<file path="src/rtl/dqo_pkg.sv">
// Shared types and constants of the dual quadrature odometer.
// Holds the configuration record, controller states, datapath commands and register map.
// No dependencies.
package dqo_pkg;

   // Default width of the pending edge counters
   localparam int PENDING_WIDTH_DEF = 16;

   // Configuration port geometry
   localparam int CSR_ADDR_WIDTH = 5;
   localparam int CSR_DATA_WIDTH = 32;

   // Register reset values
   localparam logic [31:0] SPEED_SCALE_RST    = 32'd65536;
   localparam logic [15:0] SAMPLE_PERIOD_RST  = 16'd655;
   localparam logic [16:0] FILTER_ALPHA_RST   = 17'd6554;
   localparam logic [17:0] FWD_GAIN_RST       = 18'd63898;
   localparam logic [17:0] REV_GAIN_RST       = 18'd63898;
   localparam logic [15:0] DISTANCE_LIMIT_RST = 16'd10000;

   // Register indexes (byte address / 4)
   typedef enum logic [2:0] {
      REG_SPEED_SCALE    = 3'd0,
      REG_SAMPLE_PERIOD  = 3'd1,
      REG_FILTER_ALPHA   = 3'd2,
      REG_FWD_GAIN       = 3'd3,
      REG_REV_GAIN       = 3'd4,
      REG_DISTANCE_LIMIT = 3'd5
   } reg_index_type;

   typedef struct packed {
      logic [31:0] speed_scale;
      logic [15:0] sample_period;
      logic [16:0] filter_alpha;
      logic [17:0] fwd_gain;
      logic [17:0] rev_gain;
      logic [15:0] distance_limit;
   } cfg_type;

   // Controller states
   typedef enum logic [3:0] {
      ST_IDLE,
      ST_EDGE,
      ST_PEND,
      ST_RAW,
      ST_FILT,
      ST_RATE,
      ST_SCALE,
      ST_PATH,
      ST_MEAN,
      ST_DHI,
      ST_DLO,
      ST_ACCUM,
      ST_CHECK,
      ST_OUT
   } state_type;

   // Datapath operations, one per cycle
   typedef enum logic [3:0] {
      STEP_NONE,
      STEP_LOAD,
      STEP_EDGE,
      STEP_PEND,
      STEP_RAW,
      STEP_FILT,
      STEP_RATE,
      STEP_SCALE,
      STEP_PATH,
      STEP_MEAN,
      STEP_DHI,
      STEP_DLO,
      STEP_ACCUM,
      STEP_CHECK,
      STEP_OUT
   } step_type;

   typedef enum logic {
      SIDE_LEFT,
      SIDE_RIGHT
   } side_type;

   typedef struct packed {
      step_type step;
      side_type side;
   } cmd_type;

endpackage

</file>
<file path="src/rtl/dqo_csr.sv">
// Configuration registers of the dual quadrature odometer, APB-style write and read.
// Depends on dqo_pkg for the register map, reset values and cfg_type.
module dqo_csr (
   input  logic                                clock,
   input  logic                                reset,
   input  logic                                csr_psel,
   input  logic                                csr_penable,
   input  logic                                csr_pwrite,
   input  logic [dqo_pkg::CSR_ADDR_WIDTH-1:0]  csr_paddr,
   input  logic [dqo_pkg::CSR_DATA_WIDTH-1:0]  csr_pwdata,
   output logic [dqo_pkg::CSR_DATA_WIDTH-1:0]  csr_prdata,
   output logic                                csr_pready,
   output dqo_pkg::cfg_type                    cfg
);
   import dqo_pkg::*;

   cfg_type    cfg_ff;
   cfg_type    cfg_in;
   logic       wr_en;
   logic [2:0] reg_idx;

   assign wr_en      = csr_psel & csr_penable & csr_pwrite;
   assign reg_idx    = csr_paddr[CSR_ADDR_WIDTH-1:2];
   assign csr_pready = 1'b1;
   assign cfg        = cfg_ff;

   // Decode write
   always_comb begin
      cfg_in = cfg_ff;
      if (wr_en) begin
         case (reg_idx)
            REG_SPEED_SCALE:    cfg_in.speed_scale    = csr_pwdata[31:0];
            REG_SAMPLE_PERIOD:  cfg_in.sample_period  = csr_pwdata[15:0];
            REG_FILTER_ALPHA:   cfg_in.filter_alpha   = csr_pwdata[16:0];
            REG_FWD_GAIN:       cfg_in.fwd_gain       = csr_pwdata[17:0];
            REG_REV_GAIN:       cfg_in.rev_gain       = csr_pwdata[17:0];
            REG_DISTANCE_LIMIT: cfg_in.distance_limit = csr_pwdata[15:0];
            default:            cfg_in = cfg_ff;
         endcase
      end
   end

   always_ff @(posedge clock) begin
      if (reset) begin
         cfg_ff.speed_scale    <= SPEED_SCALE_RST;
         cfg_ff.sample_period  <= SAMPLE_PERIOD_RST;
         cfg_ff.filter_alpha   <= FILTER_ALPHA_RST;
         cfg_ff.fwd_gain       <= FWD_GAIN_RST;
         cfg_ff.rev_gain       <= REV_GAIN_RST;
         cfg_ff.distance_limit <= DISTANCE_LIMIT_RST;
      end else begin
         cfg_ff <= cfg_in;
      end
   end

   // Read back, zero extended
   always_comb begin
      case (reg_idx)
         REG_SPEED_SCALE:    csr_prdata = cfg_ff.speed_scale;
         REG_SAMPLE_PERIOD:  csr_prdata = {16'b0, cfg_ff.sample_period};
         REG_FILTER_ALPHA:   csr_prdata = {15'b0, cfg_ff.filter_alpha};
         REG_FWD_GAIN:       csr_prdata = {14'b0, cfg_ff.fwd_gain};
         REG_REV_GAIN:       csr_prdata = {14'b0, cfg_ff.rev_gain};
         REG_DISTANCE_LIMIT: csr_prdata = {16'b0, cfg_ff.distance_limit};
         default:            csr_prdata = '0;
      endcase
   end

endmodule

</file>
<file path="config.mk">
export PLATFORM = sky130hd
export DESIGN_NAME = dqo_csr
export DESIGN_NICKNAME = d
export VERILOG_FILES = /design/src/rtl/dqo_pkg.sv /design/src/rtl/dqo_csr.sv
export SDC_FILE = /design/constraint.sdc
export NUM_CORES = 1
export LEC_CHECK = 0
export BUFFER_PORTS_ARGS = -buffer_cell sky130_fd_sc_hd__buf_2
export CAP_MARGIN = 20
export CORE_MARGIN = 1.5
export CORE_UTILIZATION = 54
export CTS_BUF_LIST = sky130_fd_sc_hd__clkbuf_16
export DETAILED_ROUTE_END_ITERATION = 16
export PLACE_DENSITY = 0.86
export SYNTH_ARGS = -nofsm -noshare
export SYNTH_HDL_FRONTEND = slang
export SYNTH_SLANG_ARGS = --single-unit
</file>
<file path="constraint.sdc">
create_clock -name clock -period 2.4 [get_ports clock]
set_input_delay 0.36 -clock clock [delete_from_list [all_inputs] [get_ports clock]]
set_output_delay 0.36 -clock clock [all_outputs]
set_load 0.01 [all_outputs]
</file>
==> out/summary.json <==
{
  "dr_total_vias": {"value": 5205},
  "grt_usage": {"value": 31.2, "unit": "%"},
  "layout.cells.most_common_list": {"value": "sky130_fd_sc_hd__buf_2, sky130_fd_sc_hd__dfxtp_1, sky130_fd_sc_hd__mux2i_1"},
  "global_route_wire_length_before_repair": {"value": 26.6, "unit": "mm"},
  "syn_nets": {"value": 632},
  "first_pass_iters": {"value": 8},
  "cts.sinks": {"value": 117},
  "syn-mean-instance-area": {"value": 9.41, "unit": "um2"},
  "met2_routed_wl": {"value": 8.61, "unit": "mm"},
  "clock_skews": {"value": 0, "unit": "ps"},
  "share_clk_of_total_power": {"value": 51.7, "unit": "%"},
  "tightest_slew": {"value": 827, "unit": "ps"},
  "place.detailed.instances": {"value": 887},
  "cts_buffer_count": {"value": 17},
  "ir_drop": {"value": 0.000377, "unit": "V"},
  "cts_root_buffer": {"value": "sky130_fd_sc_hd__clkbuf_16"},
  "drtAntennaViolNets": {"value": 0},
  "tritoncts": {"value": "yes"},
  "crit_type": {"value": "input pin to output pin"},
  "synth-seq-cells": {"value": 117},
  "final-max-slew-violation-count": {"value": 0},
  "place_hpwl": {"value": 11.6, "unit": "mm"},
  "worstPathBufferInverterCount": {"value": 3},
  "synth_cell_types": {"value": 33},
  "critical-path-top-delay-family": {"value": "buffers and inverters"},
  "std_cell_core_area": {"value": 0.00986, "unit": "mm2"},
  "most_common_cell_after_layout_fill_and_taps_aside": {"value": "sky130_fd_sc_hd__buf_2"},
  "hold_start": {"value": "csr_pwdata[21]"},
  "finalWorstSetupSlack": {"value": 314, "unit": "ps"},
  "cp_common_cell": {"value": "sky130_fd_sc_hd__buf_2"},
  "worst_hold_path_type": {"value": "input pin to register"},
  "post_route_cells_drive_above_1_share": {"value": 35.7, "unit": "%"},
  "maxUsedRoutingLayer": {"value": "met4"},
  "cellPowerDensity": {"value": 669, "unit": "mW/mm2"},
  "grt_setup_unrepaired": {"value": "no"},
  "num_antenna_cells": {"value": 0},
  "number_of_nets_in_the_layout": {"value": 816},
  "endpoint_kind": {"value": "output pin"},
  "crit_path_start_kind": {"value": "input pin"},
  "power_switching_share": {"value": 23.3, "unit": "%"},
  "drc": {"value": 0},
  "worstPathRequired": {"value": 2040, "unit": "ps"},
  "io_buffer_count": {"value": 188},
  "wirelength": {"value": 16.9, "unit": "mm"},
  "peak_clock_frequency_supported_by_timing": {"value": 0.479, "unit": "GHz"},
  "setup_viols_final": {"value": 0},
  "drt_iter0_drc": {"value": 257},
  "pre_cts_slack": {"value": 219, "unit": "ps"},
  "critical_path.max_fanout": {"value": 16},
  "gp_routability_congestion": {"value": 0.814},
  "power.total": {"value": 0.00486, "unit": "W"},
  "post_synth_inst_count": {"value": 590},
  "grt_antenna_before_repair": {"value": 0},
  "grt_start_max_net_pins": {"value": 53},
  "cts.repair.resized": {"value": 0},
  "met3_length": {"value": 1.28, "unit": "mm"},
  "crit_path_cell_trace": {"value": "buf_2, buf_4, mux2_2, a22oi_1, o22ai_1, buf_2"},
  "hold_bufs_inserted_after_cts": {"value": 0},
  "placement_rows": {"value": 36},
  "switching_power": {"value": 0.00113, "unit": "W"},
  "syn_area": {"value": 0.00555, "unit": "mm2"},
  "largest_reg_flops": {"value": 117},
  "fin_setup_tns": {"value": 0, "unit": "ps"},
  "crit_arrival": {"value": 1730, "unit": "ps"},
  "fp.dieH": {"value": 104, "unit": "um"},
  "floorplan.die_area": {"value": 0.0109, "unit": "mm2"},
  "syn_to_final_growth": {"value": 30.7, "unit": "%"},
  "drt-vias-per-instance": {"value": 5.66},
  "floorplan.initialDensity": {"value": 56.3, "unit": "%"},
  "r2r_startpoint": {"value": "cfg[80]$_SDFFE_PP0P_"},
  "timing.critical_path.slowest_stage_cell": {"value": "sky130_fd_sc_hd__mux2_2"},
  "synth_seq_area_share": {"value": 42.2, "unit": "%"},
  "filler_cell_count": {"value": 729},
  "max_cap_violations": {"value": 0},
  "startpoint": {"value": "csr_paddr[2]"},
  "die_w": {"value": 104, "unit": "um"},
  "cts.repair_timing.setup_buffer_count": {"value": 0},
  "synthesis.yosys.warnings": {"value": 0},
  "io_pins": {"value": 192},
  "number_of_global_route_vias_before_repair": {"value": 5196},
  "insertion_delay": {"value": 400, "unit": "ps"},
  "max_incr_delay_on_cp": {"value": 380, "unit": "ps"},
  "slew_headroom": {"value": 44.9, "unit": "%"},
  "run_status": {"value": "complete, no violations"},
  "maximum_root_to_sink_buffer_count": {"value": 2},
  "power.static_leakage": {"value": 3.47, "unit": "nW"},
  "met1Wirelength": {"value": 6.73, "unit": "mm"},
  "fin_crit_sh": {"value": 86.9, "unit": "%"},
  "power_frac_seq": {"value": 40.6, "unit": "%"},
  "cts-htree-levels": {"value": 4},
  "cell_internal_pwr": {"value": 0.00373, "unit": "W"},
  "comb_power_share": {"value": 7.7, "unit": "%"},
  "cts.reportedPaths.clkPinSlew": {"value": 50, "unit": "ps"},
  "wl_per_cell": {"value": 18.3, "unit": "um"},
  "finalHoldViolCount": {"value": 0},
  "timing.final.crit_period": {"value": 2090, "unit": "ps"},
  "final_cells": {"value": 920},
  "grt-ovfl-total": {"value": 0}
}
==> routing by layer <==
| metal | GRT usage [%] | vias to the layer above |
|---|---|---|
| met5 | 0 | - |
| li1 | - | 2451 |
| met2 | 55.1 | 252 |
| met3 | 8.77 | 24 |
| met4 | 11.3 | 0 |
| met1 | 35.7 | 2478 |
==> cells by family after synthesis <==
group	count (synthesis)	share of synthesized area [%]
multiplexers	120	22.3
flip-flops	117	42.2
AO/OA/AOI/OAI	112	12.5
AND/OR/NAND/NOR	187	18.4
other	1	0.0675
buffers and inverters	53	4.51
==> per-stage QoR <==
| step | hold slack, ps | utilization, % | instance area (um2) |
|---|---|---|---|
| after global placement | 461 | 67.5 | 6660 |
| after CTS | 192 | 73.5 | 7250 |
| after floorplan | 501 | - | 5550 |
| final | 207 | 73.6 | 7260 |
| after detailed placement | 471 | 67.5 | 6660 |
| after global routing | 200 | 73.6 | 7260 |
==> worst reg2reg max path: stages, from the launching register on <==
cell and delay (ps):
sky130_fd_sc_hd__dfxtp_1 380, sky130_fd_sc_hd__nor2b_1 200, sky130_fd_sc_hd__o21ai_0 100, sky130_fd_sc_hd__o21ai_0 100
==> synth_stat cells, drive strengths merged <==
cell type	instances	area, um2
dfxtp	117	2340
mux2i	89	891
nand2b	66	413
nor2	58	220
o21ai	38	190
clkbuf	32	120
mux2	31	349
a22oi	27	203
buf	20	126
nor2b	20	125
nand3	18	95.1
a21oi	17	85.1
and2	14	87.6
o31ai	14	105
o22ai	12	75.1
a221oi	2	17.5
nand2	2	7.51
nor3	2	10.0
o221ai	2	17.5
or3	2	12.5
and3	1	6.26
and4b	1	10.0
conb	1	3.75
inv	1	3.75
nand4	1	6.26
nand4b	1	23.8
or2	1	6.26
==> power by group through the flow <==
stage | Sequential, W | Combinational [W] | Clock (W)
floorplan | 0.00202 | 0.000218 | 0
global placement | 0.00201 | 0.000356 | 0
detailed placement | 0.00201 | 0.000367 | 0
CTS | 0.00197 | 0.000370 | 0.00253
global route | 0.00197 | 0.000402 | 0.00264
finish | 0.00197 | 0.000374 | 0.00251
==> worst paths after layout <==
check,cells after the start,endpoint,slack [ps]
hold / removal,3,cfg[106]$_SDFFE_PP0P_,210
hold reg to reg,2,cfg[112]$_SDFFE_PP0P_,480
setup reg to reg,3,cfg[80]$_SDFFE_PP0P_,1530
setup / recovery,6,csr_prdata[9],310
==> cell type report <==
class                      instances  area (um2)  area share [%]
sequential                       117        2340            32.3
inverter                           1        3.75          0.0517
clock buffer                      17         425            5.86
tap                              133         166            2.29
multi-input combinational        420        2970            40.9
timing repair buffer             217        1190            16.3
clock inverter                    15         166            2.29
(Power assumes the default switching activity.)
