[config.mk]
export PLATFORM = sky130hd
export DESIGN_NAME = dqo_ctrl
export DESIGN_NICKNAME = d
export VERILOG_FILES = /design/src/rtl/dqo_pkg.sv /design/src/rtl/dqo_ctrl.sv
export SDC_FILE = /design/constraint.sdc
export NUM_CORES = 1
export LEC_CHECK = 0
export BUFFER_PORTS_ARGS = -buffer_cell sky130_fd_sc_hd__buf_2
export CORE_UTILIZATION = 40
export CTS_BUF_LIST = sky130_fd_sc_hd__clkbuf_4
export DETAILED_ROUTE_END_ITERATION = 12
export PLACE_DENSITY_LB_ADDON = 0.05
export RECOVER_POWER = 100
export SLEW_MARGIN = 25
export SYNTH_ARGS = -nofsm -noshare
export SYNTH_HDL_FRONTEND = slang
export SYNTH_SLANG_ARGS = --single-unit
[constraint.sdc]
create_clock -name clock -period 1.3 [get_ports clock]
set_clock_uncertainty 0.15 [all_clocks]
set_input_delay 0.13 -clock clock [delete_from_list [all_inputs] [get_ports clock]]
set_output_delay 0.13 -clock clock [all_outputs]
set_load 0.02 [all_outputs]
[src/rtl/dqo_pkg.sv]
// Shared types and constants of the dual quadrature odometer.
// Holds the configuration record, controller states, datapath commands and register map.
// No dependencies.
package dqo_pkg;

   // Default width of the pending edge counters
   localparam int PENDING_WIDTH_DEF = 16;

   // Configuration port geometry
   localparam int CSR_ADDR_WIDTH = 5;
   localparam int CSR_DATA_WIDTH = 32;

   // Register reset values
   localparam logic [31:0] SPEED_SCALE_RST    = 32'd65536;
   localparam logic [15:0] SAMPLE_PERIOD_RST  = 16'd655;
   localparam logic [16:0] FILTER_ALPHA_RST   = 17'd6554;
   localparam logic [17:0] FWD_GAIN_RST       = 18'd63898;
   localparam logic [17:0] REV_GAIN_RST       = 18'd63898;
   localparam logic [15:0] DISTANCE_LIMIT_RST = 16'd10000;

   // Register indexes (byte address / 4)
   typedef enum logic [2:0] {
      REG_SPEED_SCALE    = 3'd0,
      REG_SAMPLE_PERIOD  = 3'd1,
      REG_FILTER_ALPHA   = 3'd2,
      REG_FWD_GAIN       = 3'd3,
      REG_REV_GAIN       = 3'd4,
      REG_DISTANCE_LIMIT = 3'd5
   } reg_index_type;

   typedef struct packed {
      logic [31:0] speed_scale;
      logic [15:0] sample_period;
      logic [16:0] filter_alpha;
      logic [17:0] fwd_gain;
      logic [17:0] rev_gain;
      logic [15:0] distance_limit;
   } cfg_type;

   // Controller states
   typedef enum logic [3:0] {
      ST_IDLE,
      ST_EDGE,
      ST_PEND,
      ST_RAW,
      ST_FILT,
      ST_RATE,
      ST_SCALE,
      ST_PATH,
      ST_MEAN,
      ST_DHI,
      ST_DLO,
      ST_ACCUM,
      ST_CHECK,
      ST_OUT
   } state_type;

   // Datapath operations, one per cycle
   typedef enum logic [3:0] {
      STEP_NONE,
      STEP_LOAD,
      STEP_EDGE,
      STEP_PEND,
      STEP_RAW,
      STEP_FILT,
      STEP_RATE,
      STEP_SCALE,
      STEP_PATH,
      STEP_MEAN,
      STEP_DHI,
      STEP_DLO,
      STEP_ACCUM,
      STEP_CHECK,
      STEP_OUT
   } step_type;

   typedef enum logic {
      SIDE_LEFT,
      SIDE_RIGHT
   } side_type;

   typedef struct packed {
      step_type step;
      side_type side;
   } cmd_type;

endpackage

[src/rtl/dqo_ctrl.sv]
// Sequencer of the dual quadrature odometer: input handshake, step order, result valid.
// Depends on dqo_pkg for state_type, side_type and cmd_type.
module dqo_ctrl (
   input  logic             clock,
   input  logic             reset,
   input  logic             req_valid,
   output logic             req_ready,
   input  logic             req_op,
   output logic             rsp_valid,
   input  logic             rsp_ready,
   output dqo_pkg::cmd_type cmd
);
   import dqo_pkg::*;

   state_type state_ff;
   state_type state_in;
   side_type  side_ff;
   side_type  side_in;
   logic      rsp_valid_ff;
   logic      rsp_valid_in;
   logic      accept;
   logic      out_free;

   assign req_ready = (state_ff == ST_IDLE);
   assign accept    = req_valid & req_ready;
   assign out_free  = ~rsp_valid_ff | rsp_ready;
   assign rsp_valid = rsp_valid_ff;

   // Next state
   always_comb begin
      state_in = state_ff;
      side_in  = side_ff;
      case (state_ff)
         ST_IDLE: begin
            if (accept) begin
               state_in = req_op ? ST_PEND : ST_EDGE;
               side_in  = SIDE_LEFT;
            end
         end
         ST_EDGE:  state_in = ST_OUT;
         ST_PEND:  state_in = ST_RAW;
         ST_RAW:   state_in = ST_FILT;
         ST_FILT:  state_in = ST_RATE;
         ST_RATE:  state_in = ST_SCALE;
         ST_SCALE: state_in = ST_PATH;
         ST_PATH: begin
            if (side_ff == SIDE_LEFT) begin
               state_in = ST_PEND;
               side_in  = SIDE_RIGHT;
            end else begin
               state_in = ST_MEAN;
            end
         end
         ST_MEAN:  state_in = ST_DHI;
         ST_DHI:   state_in = ST_DLO;
         ST_DLO:   state_in = ST_ACCUM;
         ST_ACCUM: state_in = ST_CHECK;
         ST_CHECK: state_in = ST_OUT;
         ST_OUT: begin
            if (out_free) begin
               state_in = ST_IDLE;
            end
         end
         default:  state_in = ST_IDLE;
      endcase
   end

   // Outputs: datapath command
   always_comb begin
      cmd.side = side_ff;
      case (state_ff)
         ST_IDLE:  cmd.step = accept ? STEP_LOAD : STEP_NONE;
         ST_EDGE:  cmd.step = STEP_EDGE;
         ST_PEND:  cmd.step = STEP_PEND;
         ST_RAW:   cmd.step = STEP_RAW;
         ST_FILT:  cmd.step = STEP_FILT;
         ST_RATE:  cmd.step = STEP_RATE;
         ST_SCALE: cmd.step = STEP_SCALE;
         ST_PATH:  cmd.step = STEP_PATH;
         ST_MEAN:  cmd.step = STEP_MEAN;
         ST_DHI:   cmd.step = STEP_DHI;
         ST_DLO:   cmd.step = STEP_DLO;
         ST_ACCUM: cmd.step = STEP_ACCUM;
         ST_CHECK: cmd.step = STEP_CHECK;
         ST_OUT:   cmd.step = out_free ? STEP_OUT : STEP_NONE;
         default:  cmd.step = STEP_NONE;
      endcase
   end

   // Result valid: set on load, drop when the beat is taken
   always_comb begin
      rsp_valid_in = rsp_valid_ff;
      if (state_ff == ST_OUT && out_free) begin
         rsp_valid_in = 1'b1;
      end else if (rsp_ready) begin
         rsp_valid_in = 1'b0;
      end
   end

   always_ff @(posedge clock) begin
      if (reset) begin
         state_ff     <= ST_IDLE;
         side_ff      <= SIDE_LEFT;
         rsp_valid_ff <= 1'b0;
      end else begin
         state_ff     <= state_in;
         side_ff      <= side_in;
         rsp_valid_ff <= rsp_valid_in;
      end
   end

   a_out_load: assert property (@(posedge clock) disable iff (reset)
      (state_ff == ST_OUT && out_free) |=> (rsp_valid_ff && state_ff == ST_IDLE))
      else $error("result not loaded when output slot was free");

   a_right_then_dist: assert property (@(posedge clock) disable iff (reset)
      (state_ff == ST_PATH && side_ff == SIDE_RIGHT) |=> (state_ff == ST_MEAN))
      else $error("distance update did not follow right wheel");

   a_tick_start: assert property (@(posedge clock) disable iff (reset)
      (req_valid && req_ready && req_op) |=> (state_ff == ST_PEND && side_ff == SIDE_LEFT))
      else $error("sample tick did not start with left wheel");

endmodule

==> impl_metrics.env, run 1 <==
export IMPL_outcome="finished, violations left"
export IMPL_failed_checks="negative setup slack"
export IMPL_grt_pass1_wl_um=2263
export IMPL_drv_cap=0
export IMPL_r2r_start="state_ff[3]"
export IMPL_antenna_found_initial=0
export IMPL_pin_count=12
export IMPL_path_class="reg -> out"
export IMPL_tightest_slew_ns=0.2601
export IMPL_grt_usage_pct=21.83
export IMPL_drc=0
export IMPL_seq_power_share_pct=19.8
export IMPL_synth_warnings=0
export IMPL_cp_slowest_cell="or4_4"
export IMPL_dieArea_mm2=0.001473
export IMPL_routed_wl_um=1405
export IMPL_layout_commonest_cell="buf_4"
export IMPL_grt_start_max_net_pins=13
export IMPL_cts_sinks=6
export IMPL_ir_drop_mv=1.334
export IMPL_overflow=0
export IMPL_seq_area_frac_synth_pct=22.70
export IMPL_finalWorstSetupSlack_ns=-0.2796
export IMPL_die_h_um=38.38
export IMPL_dpl_hpwl_um=978.6
export IMPL_coreArea_mm2=0.001171
export IMPL_gp_congestion=0.7567
export IMPL_die_w_um=38.38
export IMPL_synthSimpleGateAreaFrac_pct=27.90
export IMPL_crit_required_ns=1.02
export IMPL_num_rows=12
export IMPL_synth_nets=76
export IMPL_ant_nets=0
export IMPL_p_switching_mw=0.9874
export IMPL_critPathMaxStageDelay_ns=0.55
export IMPL_p_comb_share_pct=72.6
export IMPL_numCtsBuffers=3
export IMPL_syn_cell_area_um2=529.3
export IMPL_slew_headroom_pct=82.66
export IMPL_reg2reg_slack_ns=-0.22
export IMPL_crit_chain="or4_4 > inv_2 > buf_6"
export IMPL_crit_start="state_ff[3]"
export IMPL_hold_slack_ns=0.1242
export IMPL_arrival_ns=1.30
export IMPL_syn_to_final_growth_pct=49.41
export IMPL_first_pass_iters=4
export IMPL_layout_common_cells="buf_4, buf_2, nor2b_1, buf_6"
export IMPL_post_route_min_period_ns=1.580
export IMPL_power_density_mw_per_mm2=2835
export IMPL_netlist_instances=71
export IMPL_cts_path_max_buffers=2
export IMPL_clkPwrFrac_pct=7.6
export IMPL_max_freq_mhz=633.1
export IMPL_nets=102
export IMPL_swShare_pct=44.05
export IMPL_drive_gt1_share_pct=46.32
export IMPL_hold_path_class="in -> reg"
export IMPL_start_util_pct=45.19
export IMPL_reg2reg_depth=4
export IMPL_clkTransAtPathRegs_ns=0.05
export IMPL_crit_end="req_ready"
export IMPL_rr_endpoint="state_ff[1]"
export IMPL_routedWlPerCell_um=12.89
export IMPL_htreeDepth=1
export IMPL_synthMuxAreaShare_pct=0
export IMPL_tritoncts="yes"
export IMPL_grt_pass1_vias=531
export IMPL_leakage_nw=0.3391
export IMPL_rsz0062_at_grt="yes"
export IMPL_synthXorXnorAreaFrac_pct=1.655
export IMPL_start_kind="register"
export IMPL_synth_top_family_by_area="compound AO/OA/AOI/OAI gates"
export IMPL_setup_viol=8
export IMPL_worstPathMaxFanout=5
export IMPL_diodes=0
export IMPL_end_kind="output port"
export IMPL_vias_per_cell=5.440
export IMPL_clock_root_buffer="clkbuf_4"
export IMPL_clock_latency_ns=0.24
export IMPL_p_int_mw=1.254
export IMPL_syn_area_per_cell_um2=7.454
export IMPL_finalCritPeriodShare_pct=121.5
export IMPL_ys_ff_latch=6
export IMPL_synth_compound_area_share_pct=35.70
export IMPL_slew_viol_final=0
export IMPL_synth_adder_area_share_pct=0
export IMPL_numPortBuffers=11
export IMPL_hold_depth=4
export IMPL_vias=593
export IMPL_drt_iter0_drc=12
export IMPL_place_ws_ns=-0.1481
export IMPL_synth_cell_types=34
export IMPL_hold_violations=0
## worst max-delay path, delay by kind of cell, from the launching register on
| family | cells | cell delay (ns) |
|---|---|---|
| buf+inv | 2 | 0.18 |
| simple gates | 1 | 0.55 |
| flops | 1 | 0.34 |
## metal layers
| layer | track usage, % | vias to the layer above | share of wire, % | routed length (um) |
|---|---|---|---|---|
| met5 | 0 | - | 0 | 0 |
| met4 | 7.759 | 0 | 0.64 | 9 |
| met3 | 3.488 | 2 | 3.0 | 42 |
| met2 | 36.44 | 14 | 47 | 659 |
| met1 | 28.07 | 264 | 49 | 694 |
| li1 | - | 313 | - | - |
## registers in the layout (all words and copies together) (netlist names)
register and flops:
state_ff 4, rsp_valid 1, side_ff 1
## timing repair
action	4_1_cts	5_1_grt
hold buffers	1	0
endpoints found under the setup margin	10	10
pin swaps	4	1
setup buffers	2	0
endpoints found under the hold margin	3	0
gates resized for setup	18	5
## power groups by stage
stage	sequential, mW	clock, mW	combinational (mW)
2_1_floorplan	0.296	0	1.12
3_3_place_gp	0.386	0	1.36
3_5_place_dp	0.396	0	1.37
4_1_cts	0.436	0.175	1.58
5_1_grt	0.459	0.185	1.76
6_report	0.444	0.171	1.63
## synthesized netlist by cell type (all sizes together)
master,instances,area share (%)
a31oi,2,2.4
a32oi,1,1.7
buf,8,9.2
nand4,1,1.2
dfxtp,6,23
clkbuf,1,0.71
and2,1,1.2
nand2b,1,1.2
nor4,1,1.2
and4b,1,1.9
xor2,1,1.7
o21ai,9,8.5
nor3b,1,1.4
and3b,2,3.3
or4,1,2.1
nor2b,5,5.9
inv,3,2.1
a22oi,1,1.4
a21o,2,2.8
a311oi,1,1.7
o32ai,1,1.7
a21oi,6,5.7
nand2,4,2.8
nand3b,1,1.4
nor3,1,0.94
o221ai,1,2.8
o211ai,1,1.4
or4b,1,1.9
a21boi,2,2.8
o21bai,2,2.8
nor2,2,1.4
## kinds of logic (layout without fill, tap and decap cells)
logic type,after synthesis,after routing
xor gates and xnor gates,1,1
AOI/OAI and AO/OA,29,29
DFF,6,6
and+or+nand+nor,23,23
buffers and inverters,12,36
## through the flow
step | setup TNS (ns) | util [%] | instances | cell area (um2) | total power [mW]
finish | -1.663 | 67.52 | 109 | 790.8 | 2.241
global route | -2.143 | 67.52 | 109 | 790.8 | 2.404
CTS | -1.709 | 66.77 | 109 | 782.0 | 2.188
detailed placement | -1.088 | 58.65 | 103 | 686.9 | 1.761
global placement | -0.9133 | 58.65 | 103 | 686.9 | 1.743
floorplan | -0.1384 | - | 71 | 586.8 | 1.418
## worst min path at each step
stage	startpoint	end	slack, ns
finish	req_op	state_ff[0]	0.12
floorplan	reset	rsp_valid	0.05
detailed placement	reset	rsp_valid	0.24
global route	req_op	state_ff[0]	0.15
CTS	req_op	state_ff[0]	0.10
global placement	reset	rsp_valid	0.24
## layout make-up
| class | count | area (um2) |
|---|---|---|
| multi-input combinational | 53 | 385.4 |
| tap | 14 | 17.52 |
| clock buffer | 3 | 22.52 |
| sequential | 6 | 130.1 |
| inverter | 3 | 11.26 |
| timing repair buffer | 30 | 224.0 |
| fill | 95 | 380.4 |
Note: power is estimated with default switching activity, not from simulation.
==> run 2: changes to the inputs <==
==> constraint.sdc (replaced) <==
create_clock -name clock -period 1.3 [get_ports clock]
set_clock_uncertainty 0.15 [all_clocks]
set_input_delay 0.13 -clock clock [delete_from_list [all_inputs] [get_ports clock]]
set_output_delay 0.13 -clock clock [all_outputs]
set_load 0.005 [all_outputs]
==> run 2 against run 1 <==
Compared with the run above: power is 16% higher; clock power increased by 15%; count of clock-buffer cells in the layout is the same; core utilization up 12 points; register-to-register slack got worse by 0.02 ns; flip-flop and latch count is the same; sequential share of layout area down 1.9 points; global-route usage grew 3.5 points; final area up 17%; the run still ends with negative setup slack left; wire length rose by 32%; hold slack lost 0.0042 ns; largest cell class unchanged; largest power group unchanged.
==> impl_metrics.env, run 2 (same netlist as run 1, synthesis figures left out) <==
export IMPL_vias=688
export IMPL_num_rows=12
export IMPL_gp_congestion=0.7771
export IMPL_placed_area_um2=658.1
export IMPL_pin_count=12
export IMPL_path_buf_inv=3
export IMPL_p_int_mw=1.548
export IMPL_max_freq_mhz=627.7
export IMPL_p_total_mw=2.592
export IMPL_clkPwrFrac_pct=7.6
export IMPL_slew_viol_final=0
export IMPL_vias_per_cell=5.782
export IMPL_end_kind="output port"
export IMPL_tritoncts="yes"
export IMPL_die_h_um=38.38
export IMPL_ant_nets=0
export IMPL_coreArea_mm2=0.001171
export IMPL_seqCellArea_um2=135.1
export IMPL_seq_power_share_pct=15.4
export IMPL_drv_cap=0
export IMPL_tightest_slew_ns=0.3210
export IMPL_clock_root_buffer="clkbuf_4"
export IMPL_grt_pass1_wl_um=2532
export IMPL_swShare_pct=40.27
export IMPL_crit_required_ns=1.02
export IMPL_final_cell_area_um2=925.9
export IMPL_cp_slowest_cell="dfxtp_4"
export IMPL_grt_util_met3_pct=1.744
export IMPL_drc=0
export IMPL_path_class="reg -> out"
export IMPL_drive_gt1_share_pct=53.33
export IMPL_syn_to_final_growth_pct=74.94
export IMPL_clock_latency_ns=0.26
export IMPL_cts_sinks=6
export IMPL_grt_pass1_vias=609
export IMPL_numCtsBuffers=3
export IMPL_clkTransAtPathRegs_ns=0.05
export IMPL_antenna_found_initial=0
export IMPL_post_route_min_period_ns=1.593
export IMPL_numPortBuffers=11
export IMPL_routed_wl_um=1851
export IMPL_slew_headroom_pct=78.37
export IMPL_reg2reg_slack_ns=-0.24
export IMPL_drt_iter0_drc=19
export IMPL_hold_path_class="in -> reg"
export IMPL_grt_start_max_net_pins=12
export IMPL_crit_top_cell="buf_6"
export IMPL_setup_viol=10
export IMPL_rsz0062_at_grt="yes"
export IMPL_multi_input_area_um2=406.6
export IMPL_layout_commonest_cell="buf_6"
export IMPL_dpl_hpwl_um=921.8
export IMPL_grt_usage_pct=25.36
export IMPL_finalWorstSetupSlack_ns=-0.2931
export IMPL_fillers=79
export IMPL_start_kind="register"
export IMPL_nets=112
export IMPL_routedWlPerCell_um=15.55
export IMPL_ir_drop_mv=1.351
export IMPL_utilization_pct=79.06
export IMPL_p_switching_mw=1.044
export IMPL_outcome="finished, violations left"
export IMPL_hold_violations=0
export IMPL_failed_checks="negative setup slack"
export IMPL_cts_path_max_buffers=2
export IMPL_first_pass_iters=4
export IMPL_busiest_layer="met2"
export IMPL_critPathMaxStageDelay_ns=0.36
export IMPL_dieArea_mm2=0.001473
export IMPL_overflow=0
export IMPL_p_comb_share_pct=77.0
export IMPL_die_w_um=38.38
export IMPL_htreeDepth=1
export IMPL_arrival_ns=1.31
export IMPL_use_met1_pct=28.87
export IMPL_diodes=0
export IMPL_cp_top_family="flip-flops"
export IMPL_layout_common_cells="buf_6, buf_4, buf_2"
export IMPL_top_register="state_ff"
export IMPL_worstPathMaxFanout=4
export IMPL_power_density_mw_per_mm2=2799
export IMPL_leakage_nw=0.4065
export IMPL_use_met2_pct=43.64
export IMPL_finalCritPeriodShare_pct=122.5
export IMPL_largest_reg_flops=4
export IMPL_start_util_pct=45.19
export IMPL_crit_chain="buf_6 > buf_6 > and4b_1 > a21o_1 > buf_2"
run 2: layout make-up:
cell class,count,share of cell area (%)
inverters,3,1.216
clock buffers,3,2.432
well taps,14,1.892
repair buffers,40,35.95
multi-input cells,53,43.92
flip-flops and latches,6,14.59
run 2: path summary, 6_finish.rpt:
check,start,depth (start not counted),to
setup / recovery,state_ff[0],5,cmd[4]
hold / removal,req_op,4,state_ff[0]
setup reg to reg,state_ff[1],4,state_ff[1]
hold reg to reg,side_ff,2,side_ff
run 2: tightest hold or removal path: cells and delay by family:
kind / cells / cell delay (ns)
compound gates: 2 / 0.21
buf+inv: 1 / 0.08
simple gates: 1 / 0.06
run 2: power by group through the flow:
| stage | Clock (mW) | Sequential, mW | Combinational, mW |
|---|---|---|---|
| global placement | 0 | 0.355 | 1.16 |
| floorplan | 0 | 0.286 | 0.806 |
| detailed placement | 0 | 0.350 | 1.16 |
| CTS | 0.195 | 0.376 | 1.53 |
| global route | 0.208 | 0.405 | 2.13 |
| finish | 0.196 | 0.400 | 1.99 |
run 2: metal layers:
metal  wire [um]  vias to the layer above
met4          48                        0
met3          75                        6
met5           0                        -
met1         826                      321
li1            -                      334
met2         900                       27
run 2: through the flow:
stage	hold slack (ns)	setup WS [ns]	cells	TNS, ns
finish	0.1201	-0.2931	119	-2.028
floorplan	0.04907	-0.008025	71	-0.01553
detailed placement	0.2358	-0.1551	101	-0.7916
global placement	0.2411	-0.1310	101	-0.7525
CTS	0.08428	-0.2908	113	-1.770
global route	0.1219	-0.3418	119	-2.438
run 2: what timing repair did:
action | CTS | global route
setup buffers | 9 | 7
endpoints found under the hold margin | 4 | 0
pin swaps | 7 | 8
gates cloned | 0 | 0
setup endpoints to repair | 10 | 10
hold buffers | 1 | 0
resized for setup | 21 | 19
==> run 3: changes to the inputs <==
--- a/config.mk
+++ b/config.mk
@@ -5,10 +5,13 @@
 export SDC_FILE = /design/constraint.sdc
 export NUM_CORES = 1
 export LEC_CHECK = 0
+export ABC_AREA = 1
+export ABC_CLOCK_PERIOD_IN_PS = 1300
 export BUFFER_PORTS_ARGS = -buffer_cell sky130_fd_sc_hd__buf_2
-export CORE_UTILIZATION = 40
+export CORE_AREA = 2 2 39 41
 export CTS_BUF_LIST = sky130_fd_sc_hd__clkbuf_4
 export DETAILED_ROUTE_END_ITERATION = 12
+export DIE_AREA = 0 0 41 43
 export PLACE_DENSITY_LB_ADDON = 0.05
 export RECOVER_POWER = 100
 export SLEW_MARGIN = 25
==> run 3 against run 2 <==
Compared with the run above: the run still ends with negative setup slack left; critical path depth up 2; worst setup slack better by 0.062 ns; sequential share of layout area up 1.5 points; wire length down 21%.
==> impl_metrics.env, run 3 <==
export IMPL_seq_area_frac_synth_pct=25.74
export IMPL_synth_area_leaders="dfxtp_1, nand2_1, inv_1"
export IMPL_synth_cell_types=20
export IMPL_dieArea_mm2=0.001763
export IMPL_grt_pass1_wl_um=2187
export IMPL_num_rows=14
export IMPL_synth_nets=80
export IMPL_synth_top_area_share_pct=25.74
export IMPL_start_util_pct=33.73
export IMPL_slew_viol_final=0
export IMPL_finalWorstSetupSlack_ns=-0.2311
export IMPL_numCtsBuffers=3
export IMPL_clock_latency_ns=0.25
export IMPL_end_kind="output port"
export IMPL_routedWlPerCell_um=11.34
export IMPL_place_ws_ns=-0.04982
export IMPL_die_h_um=43
export IMPL_syn_area_per_cell_um2=6.223
export IMPL_cts_sinks=6
export IMPL_routed_wl_um=1463
export IMPL_power_density_mw_per_mm2=2286
export IMPL_hold_slack_ns=0.06747
export IMPL_drt_iter0_drc=3
export IMPL_drive_gt1_share_pct=60.18
export IMPL_drv_cap=0
export IMPL_grt_start_max_net_pins=8
export IMPL_fillers=135
export IMPL_rsz0062_at_grt="yes"
export IMPL_final_cells=129
export IMPL_hold_path_class="in -> reg"
export IMPL_gp_congestion=0.7029
export IMPL_grt_pass1_vias=566
export IMPL_antenna_found_initial=0
export IMPL_synth_warnings=0
export IMPL_clock_root_buffer="clkbuf_4"
export IMPL_finalCritPeriodShare_pct=117.8
export IMPL_path_class="reg -> out"
export IMPL_vias=593
export IMPL_start_kind="register"
export IMPL_diodes=0
export IMPL_crit_required_ns=1.02
export IMPL_htreeDepth=1
export IMPL_drc=0
export IMPL_top_register="state_ff"
export IMPL_numPortBuffers=11
export IMPL_coreArea_mm2=0.001384
export IMPL_post_route_min_period_ns=1.531
export IMPL_dpl_hpwl_um=938.7
export IMPL_tightest_slew_ns=0.2035
export IMPL_reg2reg_slack_ns=-0.14
export IMPL_slew_headroom_pct=86.34
export IMPL_max_freq_mhz=653.1
export IMPL_clkTransAtPathRegs_ns=0.05
export IMPL_nets=120
export IMPL_outcome="finished, violations left"
export IMPL_die_w_um=41
export IMPL_tritoncts="yes"
export IMPL_ant_nets=0
export IMPL_arrival_ns=1.25
export IMPL_tns_ns=-1.229
export IMPL_failed_checks="negative setup slack"
export IMPL_netlist_instances=75
export IMPL_vias_per_cell=4.597
export IMPL_hold_violations=0
export IMPL_syn_to_final_growth_pct=80.43
export IMPL_overflow=0
export IMPL_p_total_mw=1.925
export IMPL_synthTopCellsByCount="nand2_1, inv_1, dfxtp_1, nand3_1, nor2_1"
export IMPL_syn_cell_area_um2=466.7
export IMPL_layout_common_cells="buf_4, nand2_1, buf_2"
export IMPL_setup_viol=9
export IMPL_synth_flop_cell="dfxtp_1"
export IMPL_worstPathMaxFanout=5
export IMPL_largest_reg_flops=4
export IMPL_ir_drop_mv=0.9347
export IMPL_leakage_nw=0.4594
export IMPL_synth_edf_count=0
export IMPL_synth_area_leader_cell="dfxtp_1"
export IMPL_first_pass_iters=4
export IMPL_yosysMostFrequentCell="nand2_1"
export IMPL_grt_usage_pct=18.41
export IMPL_dp_cells=113
export IMPL_synth_async_reset_ratio_pct=0
export IMPL_cts_path_max_buffers=2
export IMPL_ys_ff_latch=6
export IMPL_pin_count=12
export IMPL_layout_commonest_cell="buf_4"
==> run 3: area by class of cell <==
class                   instances  area (um2)  area share, %
well taps                      16       20.02          2.377
multi-input cells              53       347.8          41.31
inverters                      15       63.81          7.578
clock buffers                   3       22.52          2.675
repair buffers                 36       252.7          30.01
flip-flops and latches          6       135.1          16.05
==> run 3: cell families (layout without fill, tap and decap cells) <==
logic type / count (synthesis) / in the layout / share of synthesized area (%)
compound gates: 9 / 9 / 11.80
buf+inv: 16 / 54 / 13.67
flops: 6 / 6 / 25.74
simple gates: 44 / 44 / 48.79
==> run 3: critical path: stages (launching register included) <==
cell and delay [ns]:
dfxtp_4 0.36, nand2_1 0.08, inv_2 0.07, nand2_2 0.08, nand2_2 0.06, a31oi_2 0.16
nand3_1 0.08, buf_2 0.13
==> run 3: path summary, 6_finish.rpt <==
kind / endpoint / depth (start not counted) / start
max: cmd[4] / 7 / state_ff[2]
min: rsp_valid / 4 / rsp_ready
max reg2reg: state_ff[2] / 11 / state_ff[3]
min reg2reg: side_ff / 2 / side_ff
==> run 3: report_power, final <==
part           leakage [nW]  switching [mW]  internal, mW
logic                 0.394           0.679         0.687
registers            0.0518           0.111         0.277
clock network        0.0138          0.0668         0.104
total                 0.459           0.857          1.07
==> run 3: per-layer routing <==
| layer | part of all wire (%) | wire, um | up-vias | GRT usage (%) |
|---|---|---|---|---|
| met5 | 0 | 0 | - | 0 |
| met2 | 55 | 802 | 7 | 29.69 |
| met3 | 2.1 | 31 | 2 | 1.571 |
| met4 | 0.82 | 12 | 0 | 12.00 |
| li1 | - | - | 313 | - |
| met1 | 42 | 617 | 271 | 21.68 |
==> run 3: timing repair <==
action                     CTS  global route
buffers inserted             5             7
setup endpoints to repair    9            10
hold buffers                 1             0
resized for setup           18            14
hold endpoints to repair     5             0
pin swaps                    4             8
==> run 3: metrics by stage <==
stage	cell area (um2)	utilization, %
floorplan	466.7	-
global placement	624.3	45.12
detailed placement	624.3	45.12
CTS	738.2	53.35
global route	842.1	60.85
finish	842.1	60.85
